`config.mk`:
```
export PLATFORM = sky130hd
export DESIGN_NAME = percent_hex_codec_core
export DESIGN_NICKNAME = d
export VERILOG_FILES = /design/src/pcx_pkg.sv /design/src/pcx_xlate.sv /design/src/percent_hex_codec_core.sv
export SDC_FILE = /design/constraint.sdc
export NUM_CORES = 1
export LEC_CHECK = 0
export BUFFER_PORTS_ARGS = -buffer_cell sky130_fd_sc_hd__buf_2
export CAP_MARGIN = 20
export CORE_MARGIN = 1.5
export CORE_UTILIZATION = 60
export DETAILED_ROUTE_END_ITERATION = 8
export MAX_ROUTING_LAYER = met4
export PLACE_DENSITY = 0.87
export SYNTH_ARGS = -nofsm -noshare
export SYNTH_HDL_FRONTEND = slang
export SYNTH_SLANG_ARGS = --single-unit
export TNS_END_PERCENT = 100
```
`constraint.sdc`:
```
create_clock -name clk -period 3.6 [get_ports clk]
set_clock_uncertainty 0.05 [all_clocks]
set_input_delay 0.54 -clock clk [delete_from_list [all_inputs] [get_ports clk]]
set_output_delay 0.54 -clock clk [all_outputs]
set_load 0.01 [all_outputs]
```
`src/pcx_pkg.sv`:
```
// ----------------------------------------------------------------------------
// pcx_pkg
// Shared types and character helpers for the percent/hex byte codec.
// ----------------------------------------------------------------------------
package pcx_pkg;

    // codec_mode register codes; code 3 behaves as hex-all
    typedef enum logic [1:0] {
        MODE_DECODE = 2'd0,
        MODE_ENCODE = 2'd1,
        MODE_HEX    = 2'd2
    } mode_t;

    typedef enum logic [1:0] {
        PH_IDLE = 2'd0,   // no escape pending
        PH_PCT  = 2'd1,   // '%' seen
        PH_HIGH = 2'd2    // first digit seen
    } phase_t;

    localparam int unsigned MaxResults = 3;
    localparam logic [7:0]  CharPct    = 8'h25;

    typedef struct packed {
        logic [1:0] phase;
        logic [3:0] nibble;
    } esc_t;

    // results caused by one input byte, slot 0 goes out first
    typedef struct packed {
        logic [1:0]                 count;
        logic [MaxResults-1:0][7:0] bytes;
        logic                       marker;   // empty end result
        logic                       last;
    } grp_t;

    function automatic logic [3:0] digit_value(input logic [7:0] c);
        logic [3:0] v;
        v = 4'd0;
        if (c inside {["0":"9"]})
            v = c[3:0];
        else if (c inside {["A":"F"], ["a":"f"]})
            v = c[3:0] + 4'd9;
        return v;
    endfunction

    function automatic logic is_safe(input logic [7:0] c);
        return c inside {["a":"z"], ["A":"Z"], ["0":"9"], ".", "/", "-", "_", "$"};
    endfunction

    // lowercase hex digit
    function automatic logic [7:0] hex_char(input logic [3:0] n);
        logic [7:0] ch;
        if (n < 4'd10)
            ch = 8'h30 + {4'd0, n};
        else
            ch = 8'h57 + {4'd0, n};
        return ch;
    endfunction

endpackage

```
`src/pcx_xlate.sv`:
```
// ----------------------------------------------------------------------------
// pcx_xlate
// Translates one input byte into its result group and the next escape state.
// ----------------------------------------------------------------------------
module pcx_xlate
    import pcx_pkg::*;
(
    input  logic [1:0] mode,
    input  esc_t       esc,
    input  logic [7:0] data_byte,
    input  logic       last_in,
    output grp_t       grp,
    output esc_t       esc_next
);

    always_comb
    begin
        grp      = '0;
        esc_next = esc;

        case (mode)
            MODE_DECODE:
            begin
                if (esc.phase == PH_PCT)
                begin
                    esc_next.nibble = digit_value(data_byte);
                    esc_next.phase  = PH_HIGH;
                end
                else if (esc.phase == PH_HIGH)
                begin
                    grp.count    = 2'd1;
                    grp.bytes[0] = {esc.nibble, digit_value(data_byte)};
                    esc_next     = '{phase: PH_IDLE, nibble: 4'd0};
                end
                else if (data_byte == CharPct)
                begin
                    esc_next.phase = PH_PCT;
                end
                else
                begin
                    esc_next.phase = PH_IDLE;
                    grp.count      = 2'd1;
                    grp.bytes[0]   = data_byte;
                end
            end
            MODE_ENCODE:
            begin
                esc_next = '{phase: PH_IDLE, nibble: 4'd0};
                if (is_safe(data_byte))
                begin
                    grp.count    = 2'd1;
                    grp.bytes[0] = data_byte;
                end
                else
                begin
                    grp.count    = 2'd3;
                    grp.bytes[0] = CharPct;
                    grp.bytes[1] = hex_char(data_byte[7:4]);
                    grp.bytes[2] = hex_char(data_byte[3:0]);
                end
            end
            default:
            begin
                esc_next     = '{phase: PH_IDLE, nibble: 4'd0};
                grp.count    = 2'd2;
                grp.bytes[0] = hex_char(data_byte[7:4]);
                grp.bytes[1] = hex_char(data_byte[3:0]);
            end
        endcase

        // end of string drops a pending escape, empty marker if nothing came out
        if (last_in)
        begin
            esc_next = '{phase: PH_IDLE, nibble: 4'd0};
            grp.last = 1'b1;
            if (grp.count == 2'd0)
            begin
                grp.count  = 2'd1;
                grp.marker = 1'b1;
            end
        end
    end

endmodule

```
`src/percent_hex_codec_core.sv`:
```
// ----------------------------------------------------------------------------
// percent_hex_codec_core
// Percent decode / percent encode / hex-all byte stream codec.
// ----------------------------------------------------------------------------
//  channel  | handshake             | payload
//  ---------+-----------------------+-------------------------------
//  in       | in_valid / in_ready   | data_byte[7:0], last_in
//  out      | out_valid / out_ready | out_byte[7:0], byte_valid, last_out
//  cfg      | cfg_wr_en             | cfg_wr_data[1:0] (codec_mode)
//
// One input byte per cycle while in_ready is high; its results (0 to 3) are
// loaded into a 3-slot result register in the same cycle and drained one per
// cycle while out_ready is high. A byte giving several results holds off the
// next transfer until its final result leaves.
// in_ready is high when the result register is empty or its final slot
// leaves this cycle; out_ready low stalls the input side only through that.
// Reset clears the mode to decode, the escape state and the result count.
// ----------------------------------------------------------------------------
module percent_hex_codec_core
    import pcx_pkg::*;
(
    input  logic       clk,
    input  logic       rst_n,

    input  logic       cfg_wr_en,
    input  logic [1:0] cfg_wr_data,

    input  logic       in_valid,
    output logic       in_ready,
    input  logic [7:0] data_byte,
    input  logic       last_in,

    output logic       out_valid,
    input  logic       out_ready,
    output logic [7:0] out_byte,
    output logic       byte_valid,
    output logic       last_out
);

    logic [1:0] mode_reg;
    esc_t       esc_reg;
    esc_t       esc_next;
    grp_t       grp;

    logic [1:0]                 cnt_reg;
    logic [1:0]                 cnt_next;
    logic [MaxResults-1:0][7:0] slot_reg;
    logic [MaxResults-1:0][7:0] slot_next;
    logic                       marker_reg;
    logic                       marker_next;
    logic                       last_reg;
    logic                       last_next;

    logic in_xfer;
    logic out_xfer;
    logic load;

    pcx_xlate u_xlate (
        .mode      (mode_reg),
        .esc       (esc_reg),
        .data_byte (data_byte),
        .last_in   (last_in),
        .grp       (grp),
        .esc_next  (esc_next)
    );

    assign out_valid  = (cnt_reg != 2'd0);
    assign in_ready   = (cnt_reg == 2'd0) || ((cnt_reg == 2'd1) && out_ready);
    assign in_xfer    = in_valid && in_ready;
    assign out_xfer   = out_valid && out_ready;
    assign load       = in_xfer && (grp.count != 2'd0);

    assign out_byte   = slot_reg[0];
    assign byte_valid = !marker_reg;
    assign last_out   = last_reg && (cnt_reg == 2'd1);

    always_comb
    begin
        cnt_next    = cnt_reg;
        slot_next   = slot_reg;
        marker_next = marker_reg;
        last_next   = last_reg;
        if (load)
        begin
            cnt_next    = grp.count;
            slot_next   = grp.bytes;
            marker_next = grp.marker;
            last_next   = grp.last;
        end
        else if (out_xfer)
        begin
            cnt_next  = cnt_reg - 2'd1;
            slot_next = {8'd0, slot_reg[MaxResults-1:1]};
        end
    end

    always_ff @(posedge clk or negedge rst_n)
    begin
        if (!rst_n)
        begin
            mode_reg <= MODE_DECODE;
            esc_reg  <= '{phase: PH_IDLE, nibble: 4'd0};
            cnt_reg  <= 2'd0;
        end
        else
        begin
            if (cfg_wr_en)
                mode_reg <= cfg_wr_data;
            if (in_xfer)
                esc_reg <= esc_next;
            cnt_reg <= cnt_next;
        end
    end

    always_ff @(posedge clk)
    begin
        slot_reg   <= slot_next;
        marker_reg <= marker_next;
        last_reg   <= last_next;
    end

`ifndef ASSERT_OFF
    // empty end marker is always a lone, final result
    a_marker_alone: assert property (@(posedge clk) disable iff (!rst_n)
        (out_valid && marker_reg) |-> (cnt_reg == 2'd1) && last_reg)
        else $error("empty end marker not a single final result");

    a_last_clears_esc: assert property (@(posedge clk) disable iff (!rst_n)
        (in_xfer && last_in) |=> (esc_reg.phase == PH_IDLE) && (esc_reg.nibble == 4'd0))
        else $error("escape state survives end of string");

    a_encode_clears_esc: assert property (@(posedge clk) disable iff (!rst_n)
        (in_xfer && (mode_reg != MODE_DECODE)) |=> (esc_reg.phase == PH_IDLE))
        else $error("escape pending after encode step");

    a_drain_empty: assert property (@(posedge clk) disable iff (!rst_n)
        (out_xfer && (cnt_reg == 2'd1) && !load) |=> !out_valid)
        else $error("result register not empty after final slot left");
`endif

endmodule
```
Word-level counts from Yosys, hierarchy flattened
Index checks and enable logic that the tools add are counted.
{"block": "word_totals", "word_cells": 88, "register_bits": 36, "inputBits": 16}
{"block": "classes", "n_reduce_logical": 21, "add_sub_neg": 6, "muxes": 31, "eq_ne": 11, "n_lt_le_gt_ge": 10}
{"cell": "$mux W8", "n": 7}
{"cell": "$mux W24", "n": 2}
{"cell": "$eq A8 B6 Y1 const B", "n": 5}
{"cell": "$le A8 B7 Y1 const B", "n": 4}
{"cell": "$pmux W8 S2", "n": 2}
{"cell": "$mux W6", "n": 3}
{"cell": "$add A7 B4 Y8 const A", "n": 2}
{"cell": "$ge A8 B7 Y1 const B", "n": 2}
{"cell": "$mux W16", "n": 1}
{"cell": "$mux W2", "n": 8}
{"cell": "$add A6 B4 Y7 const A", "n": 2}
{"cell": "$mux W4", "n": 3}
{"cell": "$logic_and A1 B1 Y1", "n": 10}
{"cell": "$eq A8 B7 Y1 const B", "n": 1}
{"cell": "$ge A8 B6 Y1 const B", "n": 1}
{"cell": "$le A8 B6 Y1 const B", "n": 1}
{"cell": "$lt A4 B4 Y1 const B", "n": 2}
{"cell": "$reduce_bool A2 Y1", "n": 4}
{"cell": "$reduce_bool A8 Y1", "n": 1}
{"cell": "$eq A2 B1 Y1 const B", "n": 3}
{"cell": "$logic_not A2 Y1", "n": 3}
{"cell": "$add A4 B4 Y4 const B", "n": 1}
{"cell": "$mux W1", "n": 4}
{"cell": "$ne A4 B2 Y1 const B", "n": 1}
{"cell": "6 further kinds", "n": 6}

Depth between registers and ports, before layout
{"block": "depth", "depth_word": 11, "depth_mapped": 11, "depth_no_buf": 9}

By module
A second synthesis with hierarchy kept.
{"block": "hier_totals", "hier_cells": 300, "area_unflattened_um2": 2854.0}
{"module": "percent_hex_codec_core", "area_each_um2": 1595.3, "seq_area_each_um2": 1031.0, "n_inst": 1, "cells_each": 102}
{"module": "pcx_xlate", "area_each_um2": 1258.7, "seq_area_each_um2": 0.0, "n_inst": 1, "cells_each": 198}

Worst setup path before layout
No wires, ideal clock.
{"block": "synth_timing", "path_type": "input -> register", "from": "in data_byte[1]", "to": "reg slot_reg (netlist bit out_byte[0]) (enable)", "t_arrival_ns": 2.163, "slack_ns": 1.006, "setup_time_ns": 0.381, "t_required_ns": 3.169, "path_buffers": 2, "stages": 9, "path_cell_list": "buf_2 > inv_1 > ha_1 > nand4b_1 > o31ai_2 > a21o_1 > buf_6 > inv_4 > or2_1"}
{"block": "synth_via", "elab_chain_cells": 11, "elab_cells_between_ends": 27}
{"item": "from (decl)", "line": "percent_hex_codec_core.sv:30", "source": "input logic [7:0] data_byte,"}
{"item": "$ge A8 B7 Y1 (tied with other cells)", "line": "pcx_pkg.sv:47", "source": "return c inside {[\"a\":\"z\"], [\"A\":\"Z\"], [\"0\":\"9\"], \".\", \"/\", \"-\", \"_\", \"$\"};"}
{"item": "$logic_and A1 B1 Y1 / $mux W1 (equally long branches)", "line": "pcx_pkg.sv:47, pcx_xlate.sv:35"}
{"item": "$reduce_bool A8 Y1 / $mux W2 (equally long branches)", "line": "pcx_pkg.sv:47, pcx_xlate.sv:29"}
{"item": "$mux W2, on equally long branches", "line": "pcx_xlate.sv:49, pcx_xlate.sv:24"}
{"item": "$pmux W2 S2 (*)", "line": "pcx_xlate.sv:21", "source": "case (mode)"}
{"item": "$logic_not A2 Y1", "line": "pcx_xlate.sv:76", "source": "if (grp.count == 2'd0)"}
{"item": "$mux W2", "line": "pcx_xlate.sv:76"}
{"item": "$mux W2 (*)", "line": "pcx_xlate.sv:72", "source": "if (last_in)"}
{"item": "$reduce_bool A2 Y1 (*)", "line": "percent_hex_codec_core.sv:71", "source": "assign load = in_xfer && (grp.count != 2'd0);"}
{"item": "$logic_and A1 B1 Y1 (*)", "line": "percent_hex_codec_core.sv:71"}
{"item": "$reduce_bool A2 Y1 (no source line) (*)"}
{"item": "to (signal assigned)", "line": "percent_hex_codec_core.sv:117", "source": "slot_reg <= slot_next;"}
{"item": "to (decl)", "line": "percent_hex_codec_core.sv:47", "source": "logic [MaxResults-1:0][7:0] slot_reg;"}
Every way passes the cells marked *; elsewhere a longest branch is shown, timed or not.
A chain may end at the register's enable or synchronous reset.

Worst setup path after layout
{"block": "layout_timing", "from": "in data_byte[1]", "to": "reg slot_reg[21] in the netlist's numbering (enable)"}
The elaborated chain is that of the path after synthesis.

==> metrics.txt <==
overall power consumption=about 1.5 mW; Post-Syn Instances=280; final slew viol count=0; Clk pwr share=0.228; die area=4760 µm²; met1 WL=2.52 mm; Area Overhead vs Synth=6.23%; Crit-path slowest cell=or2_1; met3 routed WL=566 µm; Peak VDD IR=0.315 mV; switching share of power=0.330; Comb power frac=0.344; Post-CTS Hold Fix Bufs=0; Congestion Overflow GR=0; crit path cell chain=buf_2 -> inv_1 -> ha_1 -> nand4b_1 -> o31ai_2 -> a21o_1 -> inv_4 -> or2_1; ys flop type=edfxtp_1; Fillers=334; CP endpoint=slot_reg[21]$_SDFFCE_PP0P_; clk slew on worst S/H paths=0.06 ns; Flop pwr share=0.428; period utilisation layout=0.809; DRC violations left=0; YS warnings=0; Cell Area, Synth=2610 µm²; wire length on met2=about 2.8 mm; most frequent cells in the layout=27 x nand2_1, 27 x buf_2, 24 x edfxtp_1; Post-synth EDFFs=24; Die W=69.0 µm; overall die height=69.0 µm; Tmin final=2.91 ns; Initial Util=0.639; status=complete, no violations; GPL Wtd Cong=0.990; final std cells w/o fill=between 300 and 400; first-pass GRT wire length=9.69 mm; max-cap violations=0; critical path arrival=about 2.8 ns; Crit path max-delay family=simple AND/OR/NAND/NOR gates; Core Region=4090 µm²; Peak Freq=0.343 GHz; pwr dens=about 530 nW/µm²; clk buf depth=2; actual slew at the worst max-slew pin=around 0.99 ns; DR pass1 iterations=5; Yosys reg bits=34; Pint=985 µW; sequential share of the synthesized area=0.372; cell taking the most area after synthesis=edfxtp_1; clock sinks=34; worst reg2reg endpoint=slot_reg[21]$_SDFFCE_PP0P_; Antenna Violating Nets Remaining=0; CP startpoint kind=input pin; H-tree levels=2; Buffers & Inverters on Critical Path=3; routed len/inst=17.6 µm; Placed Cells=336; IO Port Bufs=27; cts repair resizes=0; CTS root buffer=clkbuf_8; Synth area leaders=edfxtp_1 28%, dfrtp_1 9.6%, ha_1 6.7%; Post-CTS Setup Repair Bufs=0; final WL=a little over 6 mm; HPWL after detailed placement=4.47 mm; CP Max Fanout=23; vias in the first global route=2009; area of the multi-input gates=1420 µm²; vias per cell=6.41; syn nets=310; initial antenna violation count=0; endpoints failing setup=0; Mapped Avg Cell Area=9.33 µm²; worst skew pair latency=0.29 ns; top layer in use=met4; worst min-delay path class=input pin to asynchronous set/reset pin; relative slew slack=0.343; GRT Overall Usage=0.290; asr flop ratio synth=0.294; R2R depth=7; Synth top area share=0.276; Switching Power=486 µW; setup TNS=0 ns; Ports=28; Site Rows=23; vias=2205; CP startpoint=data_byte[1]; Reg2Reg Setup Slack=roughly 0.76 ns; setup repair after global routing missed its margin=false; Critical R2R Launch=cnt_reg[0]$_DFFE_PN0P_; largest net degree at the start of global routing=24; Inserted Diodes=0; Pleak=1.13 nW; share of cells above drive strength 1=0.190; Critical Path RT=roughly 3.4 ns; CP Class=input pin to register; CTS tree=done; max reg flops=14; Final #Nets=323; slowest stage delay, CP=0.62 ns; Fin. Hold Viols=0; count of cell types in the netlist=60; 1st-iter DRT viols=213; Setup crit end kind=register; storage element area=971 µm²; CTS Buf Count=5; Worst path depth=8
-- metrics by stage --
stage / worst slack, ns / hold slack [ns] / utilization / cell area, µm²
global route: 0.535 / 0.0732 / 0.679 / 2780
finish: 0.686 / 0.0611 / 0.679 / 2780
floorplan: 1.01 / 0.194 / - / 2610
global placement: 0.583 / 0.366 / 0.653 / 2670
detailed placement: 0.458 / 0.367 / 0.653 / 2670
CTS: 0.739 / 0.0649 / 0.679 / 2780
-- layout make-up --
cell class                 count  share of cell area
inverter                      16              0.0225
sequential                    34               0.350
multi-input combinational    207               0.513
clock buffer                   6              0.0261
clock inverter                 2              0.0122
tap                           50              0.0225
timing repair buffer          29              0.0541
-- Yosys cell counts, drive strengths merged (6+ instances only) --
cell type  count
a21o           6
a21oi         15
a31oi          6
buf           18
dfrtp         10
edfxtp        24
ha            14
inv           14
nand2         27
nor2          21
nor2b          6
nor3           8
o21ai         21
-- metal layers --
layer / GRT usage / vias up
met5: - / -
met4: 0.127 / 0
met3: 0.0519 / 25
met2: 0.451 / 154
met1: 0.370 / 992
li1: - / 1034
-- how the worst min path moves through the flow --
stage               startpoint                      to  cells past startpoint
global route             rst_n  esc_reg[4]$_DFFE_PN0P_                      1
detailed placement       rst_n  esc_reg[4]$_DFFE_PN0P_                      1
floorplan                rst_n  cnt_reg[0]$_DFFE_PN0P_                      0
finish                   rst_n  esc_reg[4]$_DFFE_PN0P_                      1
CTS                      rst_n  cnt_reg[0]$_DFFE_PN0P_                      1
global placement         rst_n  esc_reg[1]$_DFFE_PN0P_                      1
-- power groups by stage --
stage / clock (mW) / combinational (mW) / sequential [mW]
floorplan: 0 / 0.421 / 0.621
global placement: 0 / 0.489 / 0.633
detailed placement: 0 / 0.498 / 0.638
CTS: 0.341 / 0.500 / 0.630
global route: 0.352 / 0.555 / 0.641
finish: 0.335 / 0.506 / 0.630
-- cell families (layout without fill, tap and decap cells) --
group | count (synthesis) | count (layout) | synth area share
compound gates | 81 | 81 | 0.225
xor+xnor | 7 | 7 | 0.0235
fa+ha+maj | 14 | 14 | 0.0671
buf+inv | 39 | 53 | 0.0838
flops | 34 | 34 | 0.372
mux | 7 | 7 | 0.0278
simple gates | 98 | 98 | 0.202
Power figures use the tool's default switching activity.
